$ cat src/hw/rtl/psq_pkg.sv
// shared types and constants for the prime square test block
`timescale 1ns / 1ps
`default_nettype none
package psq_pkg;

   localparam int VALUE_W = 32;
   localparam logic [VALUE_W-1:0] ROOT_BIT_INIT = VALUE_W'(1) << (VALUE_W - 2);

   typedef struct packed {
      logic fill_step;
      logic scan_init;
      logic scan_read;
      logic scan_next;
      logic mark_init;
      logic mark_step;
      logic root_load;
      logic root_step;
      logic look_read;
      logic rsp_load;
   } cmd_type;

   typedef struct packed {
      logic fill_last;
      logic scan_end;
      logic mark_end;
      logic root_last;
      logic map_bit;
   } status_type;

endpackage
`default_nettype wire

$ cat src/hw/rtl/psq_ctrl.sv
// controller: sieve build sequence, root iterations and beat handshake
`timescale 1ns / 1ps
`default_nettype none
module psq_ctrl (
   input  wire logic                clock,
   input  wire logic                reset,
   input  wire logic                req_valid,
   output logic                     req_ready,
   output logic                     rsp_valid,
   input  wire logic                rsp_ready,
   output psq_pkg::cmd_type         cmd,
   input  wire psq_pkg::status_type sts
);

   typedef enum logic [2:0] {
      ST_FILL,
      ST_SCAN_RD,
      ST_SCAN_CHK,
      ST_MARK,
      ST_IDLE,
      ST_ROOT,
      ST_LOOK,
      ST_CAP
   } state_type;

   state_type state_ff, state_in;
   logic      rsp_valid_ff, rsp_valid_in;

   always_comb begin
      state_in     = state_ff;
      cmd          = '0;
      rsp_valid_in = rsp_valid_ff && !rsp_ready;
      unique case (state_ff)
         ST_FILL: begin
            cmd.fill_step = 1'b1;
            if (sts.fill_last) begin
               cmd.scan_init = 1'b1;
               state_in      = ST_SCAN_RD;
            end
         end
         ST_SCAN_RD: begin
            if (sts.scan_end) begin
               state_in = ST_IDLE;
            end else begin
               cmd.scan_read = 1'b1;
               state_in      = ST_SCAN_CHK;
            end
         end
         ST_SCAN_CHK: begin
            if (sts.map_bit) begin
               cmd.mark_init = 1'b1;
               state_in      = ST_MARK;
            end else begin
               cmd.scan_next = 1'b1;
               state_in      = ST_SCAN_RD;
            end
         end
         ST_MARK: begin
            if (sts.mark_end) begin
               cmd.scan_next = 1'b1;
               state_in      = ST_SCAN_RD;
            end else begin
               cmd.mark_step = 1'b1;
            end
         end
         ST_IDLE: begin
            if (req_valid) begin
               cmd.root_load = 1'b1;
               state_in      = ST_ROOT;
            end
         end
         ST_ROOT: begin
            cmd.root_step = 1'b1;
            if (sts.root_last) begin
               state_in = ST_LOOK;
            end
         end
         ST_LOOK: begin
            cmd.look_read = 1'b1;
            state_in      = ST_CAP;
         end
         ST_CAP: begin
            if (!rsp_valid_ff || rsp_ready) begin
               cmd.rsp_load = 1'b1;
               rsp_valid_in = 1'b1;
               state_in     = ST_IDLE;
            end
         end
         default: begin
            state_in = ST_FILL;
         end
      endcase
   end

   always_ff @(posedge clock) begin
      if (reset) begin
         state_ff     <= ST_FILL;
         rsp_valid_ff <= 1'b0;
      end else begin
         state_ff     <= state_in;
         rsp_valid_ff <= rsp_valid_in;
      end
   end

   assign req_ready = (state_ff == ST_IDLE);
   assign rsp_valid = rsp_valid_ff;

   a_one_write: assert property (@(posedge clock) disable iff (reset)
      $onehot0({cmd.fill_step, cmd.mark_step, cmd.root_step, cmd.rsp_load}))
      else $error("conflicting datapath commands");

   a_rsp_from_load: assert property (@(posedge clock) disable iff (reset)
      $rose(rsp_valid) |-> $past(cmd.rsp_load))
      else $error("result beat without a captured answer");

   a_no_req_in_build: assert property (@(posedge clock) disable iff (reset)
      (cmd.fill_step || cmd.mark_step || cmd.scan_read) |-> !req_ready)
      else $error("request taken while the map is being built");

endmodule
`default_nettype wire

$ cat config.mk
export PLATFORM = sky130hd
export DESIGN_NAME = psq_ctrl
export DESIGN_NICKNAME = d
export VERILOG_FILES = /design/src/hw/rtl/psq_pkg.sv /design/src/hw/rtl/psq_ctrl.sv
export SDC_FILE = /design/constraint.sdc
export NUM_CORES = 1
export LEC_CHECK = 0
export ABC_AREA = 1
export BUFFER_PORTS_ARGS = -buffer_cell sky130_fd_sc_hd__buf_2
export CAP_MARGIN = 10
export CORE_AREA = 2 2 39 41
export DETAILED_ROUTE_END_ITERATION = 12
export DIE_AREA = 0 0 41 43
export PLACE_DENSITY = 0.53
export SYNTH_ARGS = -nofsm -noshare
export SYNTH_HDL_FRONTEND = slang
export SYNTH_SLANG_ARGS = --single-unit
$ cat constraint.sdc
create_clock -name clock -period 2.4 [get_ports clock]
set_input_delay 0.36 -clock clock [delete_from_list [all_inputs] [get_ports clock]]
set_output_delay 0.36 -clock clock [all_outputs]
set_load 0.05 [all_outputs]
==> summary.md <==
The run gives 0 as the final global-route overflow total. The number of distinct standard cells referenced by the synthesized netlist was 19. Setup repair after global routing left no endpoint under its margin. The floorplan has 14 rows.

The slowest cell on the critical path is sky130_fd_sc_hd__dfxtp_1. The number of placed I/O pins was 21; the antenna diode count was 0. The design draws 0.4702 mW. The tools report the hold violation total from the final report as 0. After detailed placement, the design holds a cell count of 96. The first global-routing pass estimated 1373 µm of wire. The net count after synthesis came out at 72. Relative to the synthesized area, the layout overhead comes to 31.35%. Max-cap violations in this run came to 0.

The routed design has 844 µm of wire. The tools report the maximum number of pins on one net before global-route repair as 13. The quantity of gates resized following cts came out at 0. The floorplan step defined a core boundary enclosing 1384 µm². By area the synthesized netlist is led by sky130_fd_sc_hd__dfxtp_1, sky130_fd_sc_hd__inv_1, sky130_fd_sc_hd__nand2_1. The initial utilization of the core area, before any placement, comes to 27.40%.

Of all cell types, the one taking the most synthesized area is sky130_fd_sc_hd__dfxtp_1. At the pin with the least slew margin, the transition time is 0.4797 ns. After synthesis the netlist holds a flip-flop and latch count of 4. In this run the cell area of the synthesized design comes to 379.1 µm². For this run, design rule violations remaining after detail routing come to 0. Clock-pin slew was measured on the worst setup and hold paths at 0.04 ns.

Across the VDD grid, the largest voltage drop is 0.2064 mV. The number of global-route vias before repair came out at 381. The logs give 21.12% for the sequential-to-total area share from yosys stat and 67.98% for the tightest slew margin relative to the limit. The kind of critical path was flip-flop to output pin.

The worst setup path is captured at an output pin. At the worst endpoint, the arrival time is 1.56 ns. Counting I/O delays and the setup requirement, the final critical path takes 1.923 ns. The count of input and output buffers is 20. The tools report the number of H-tree branching levels as 1.

The all-layer global routing usage is 11.55%. The signal on the critical path passes through nand2_1 -> nor2_1 -> inv_1 -> o32ai_1 -> buf_2. The die boundary height was 43 µm.

The tools report the count of endpoints failing setup in the final report as 0. The logs give 0.23 ns for the clock latency on the worst-skew pair and 0.0006187 ns for the maximum clock skew at final layout. The tools report the routed via count as 435.

The tightest min-delay check is of the primary input to flip-flop type. The worst setup path is launched from a flip-flop. The average detailed-routed wire length per instance is 8.525 µm, and the number of sinks handled by clock tree synthesis is 4. The average via count per standard cell came out at 4.394. The area of the die is 1763 µm². The final layout contains 94 nets.

Of all nets on the critical path, the largest fanout is 12. After clock tree synthesis, the flow added hold-fix buffers numbering 0. After the first detailed-routing iteration, the DRC count stood at 14. The total CTS buffers came out at 3. Before antenna repair, the detailed router went through 4 iterations. In this run the static leakage power is 0.3243 nW. The root buffer cell chosen for the clock tree is sky130_fd_sc_hd__clkbuf_4.

The tools report the number of antenna-violating nets in the routed design as 0. The maximum cell stage delay along the critical path is 0.61 ns. Cells with a size suffix above 1 make up 40.96% of the layout.

The tools report the number of antenna violations at the first check in global routing as 0. Of the available clock period, the critical path in the final layout requires 80.11%. The run finished with clean final reports. After synthesis, the largest area contributor takes up 21.12% of total cell area. The power per unit of standard cell area was 944.3 nW/µm²; the setup fix buffers added after clock tree synthesis was 0.

The count of cells in the finished layout, fillers not included, comes to 99. During synthesis, Yosys emitted a total of 0 warnings. The mean post-synth cell area is 6.018 µm².

The tools report the required time reported for the critical path endpoint as 2.04 ns. Detailed placement finished with a half-perimeter wire length of 662.5 µm. In this run the horizontal extent of the chip is 41 µm.

The number of max-slew violations in the final report is 0. The logs give 63 for the post-synthesis cell count and 2 for the number of buffers between clock root and the deepest sink. The final estimated routing congestion in global placement was 0.6797; the highest clock frequency the design can meet was 520.1 MHz.

TritonCTS built the clock tree. For the post-route setup TNS, the log shows 0 ns.
-- worst paths after layout --
kind                               to  cells past startpoint  slack [ns]                      from
min          state_ff[0]$_SDFFE_PP0P_                      2        0.30                     reset
max                            cmd[6]                      5        0.48  state_ff[1]$_SDFFE_PP0P_
min reg2reg      rsp_valid$_SDFF_PP0_                      3        0.61      rsp_valid$_SDFF_PP0_
max reg2reg  state_ff[1]$_SDFFE_PP0P_                      7        1.01  state_ff[1]$_SDFFE_PP0P_
-- worst max-delay path, delay by kind of cell (launching register included) --
kind,cells,cell delay (ns)
AOI/OAI and AO/OA,1,0.10
buffers and inverters,2,0.35
DFF,1,0.61
and+or+nand+nor,2,0.27
-- through the flow --
stage                     instance area, µm²  worst slack, ns  utilization, %  hold WS (ns)
after floorplan                        385.4          0.03473               -        0.4324
after global placement                 475.5           0.7669           34.36        0.5344
after detailed placement               475.5           0.7256           34.36        0.5394
after CTS                              498.0           0.4623           35.99        0.2957
after global routing                   498.0           0.2380           35.99        0.2908
final                                  498.0           0.4772           35.99        0.3041
-- logic make-up after synthesis --
group                  Yosys count  share of synthesized area [%]
buffers and inverters           18                          22.77
flip-flops                       4                          21.12
AND/OR/NAND/NOR                 36                          47.52
AO/OA/AOI/OAI                    5                          8.581
-- sequential cells by signal, summed over array words and instances, names as in the netlist --
signal	cells
state_ff	3
rsp_valid	1
-- layer usage --
layer / wire, µm / global-route usage, % / part of all wire (%) / up-vias
li1: - / - / - / 239
met1: 368 / 11.58 / 44 / 183
met2: 428 / 19.06 / 51 / 13
met3: 47 / 3.141 / 5.6 / 0
met4: 0 / 8.000 / 0 / 0
met5: 0 / 0 / 0 / -
-- cells in the final DEF, fill, tap and decap left out, drive strengths merged --
master  count
nand4       1
buf        20
nand2      12
nor3        3
nor4        2
o21ai       1
a31oi       1
nor2       12
nand3       6
clkbuf      3
o32ai       1
inv        15
dfxtp       4
a21oi       1
o21a        1
-- synth_stat cells --
master,count
sky130_fd_sc_hd__a21oi_1,1
sky130_fd_sc_hd__nand3_2,2
sky130_fd_sc_hd__dfxtp_1,4
sky130_fd_sc_hd__nor2_2,3
sky130_fd_sc_hd__nand2_1,11
sky130_fd_sc_hd__nand2_2,1
sky130_fd_sc_hd__a31oi_1,1
sky130_fd_sc_hd__buf_4,1
sky130_fd_sc_hd__inv_1,12
sky130_fd_sc_hd__nand4_2,1
sky130_fd_sc_hd__nor2_1,9
sky130_fd_sc_hd__nor4_1,2
sky130_fd_sc_hd__nor3_1,3
sky130_fd_sc_hd__buf_6,2
sky130_fd_sc_hd__nand3_1,4
sky130_fd_sc_hd__o21ai_0,1
sky130_fd_sc_hd__o32ai_1,1
sky130_fd_sc_hd__inv_2,3
sky130_fd_sc_hd__o21a_1,1
-- final cells by class --
class	instances	area, µm²
Sequential cell	4	80.08
Multi-Input combinational cell	41	219.0
Tap cell	16	20.02
Timing Repair Buffer	20	100.1
Fill cell	159	885.9
Clock buffer	3	22.52
Inverter	15	56.30
-- report_power, final --
| part | switching [mW] | leakage (nW) | internal, mW |
|---|---|---|---|
| registers | 0.0431 | 0.0329 | 0.0805 |
| logic | 0.192 | 0.278 | 0.0742 |
| clock network | 0.0246 | 0.0138 | 0.0557 |
No activity file was read; power rests on OpenSTA's default activity.
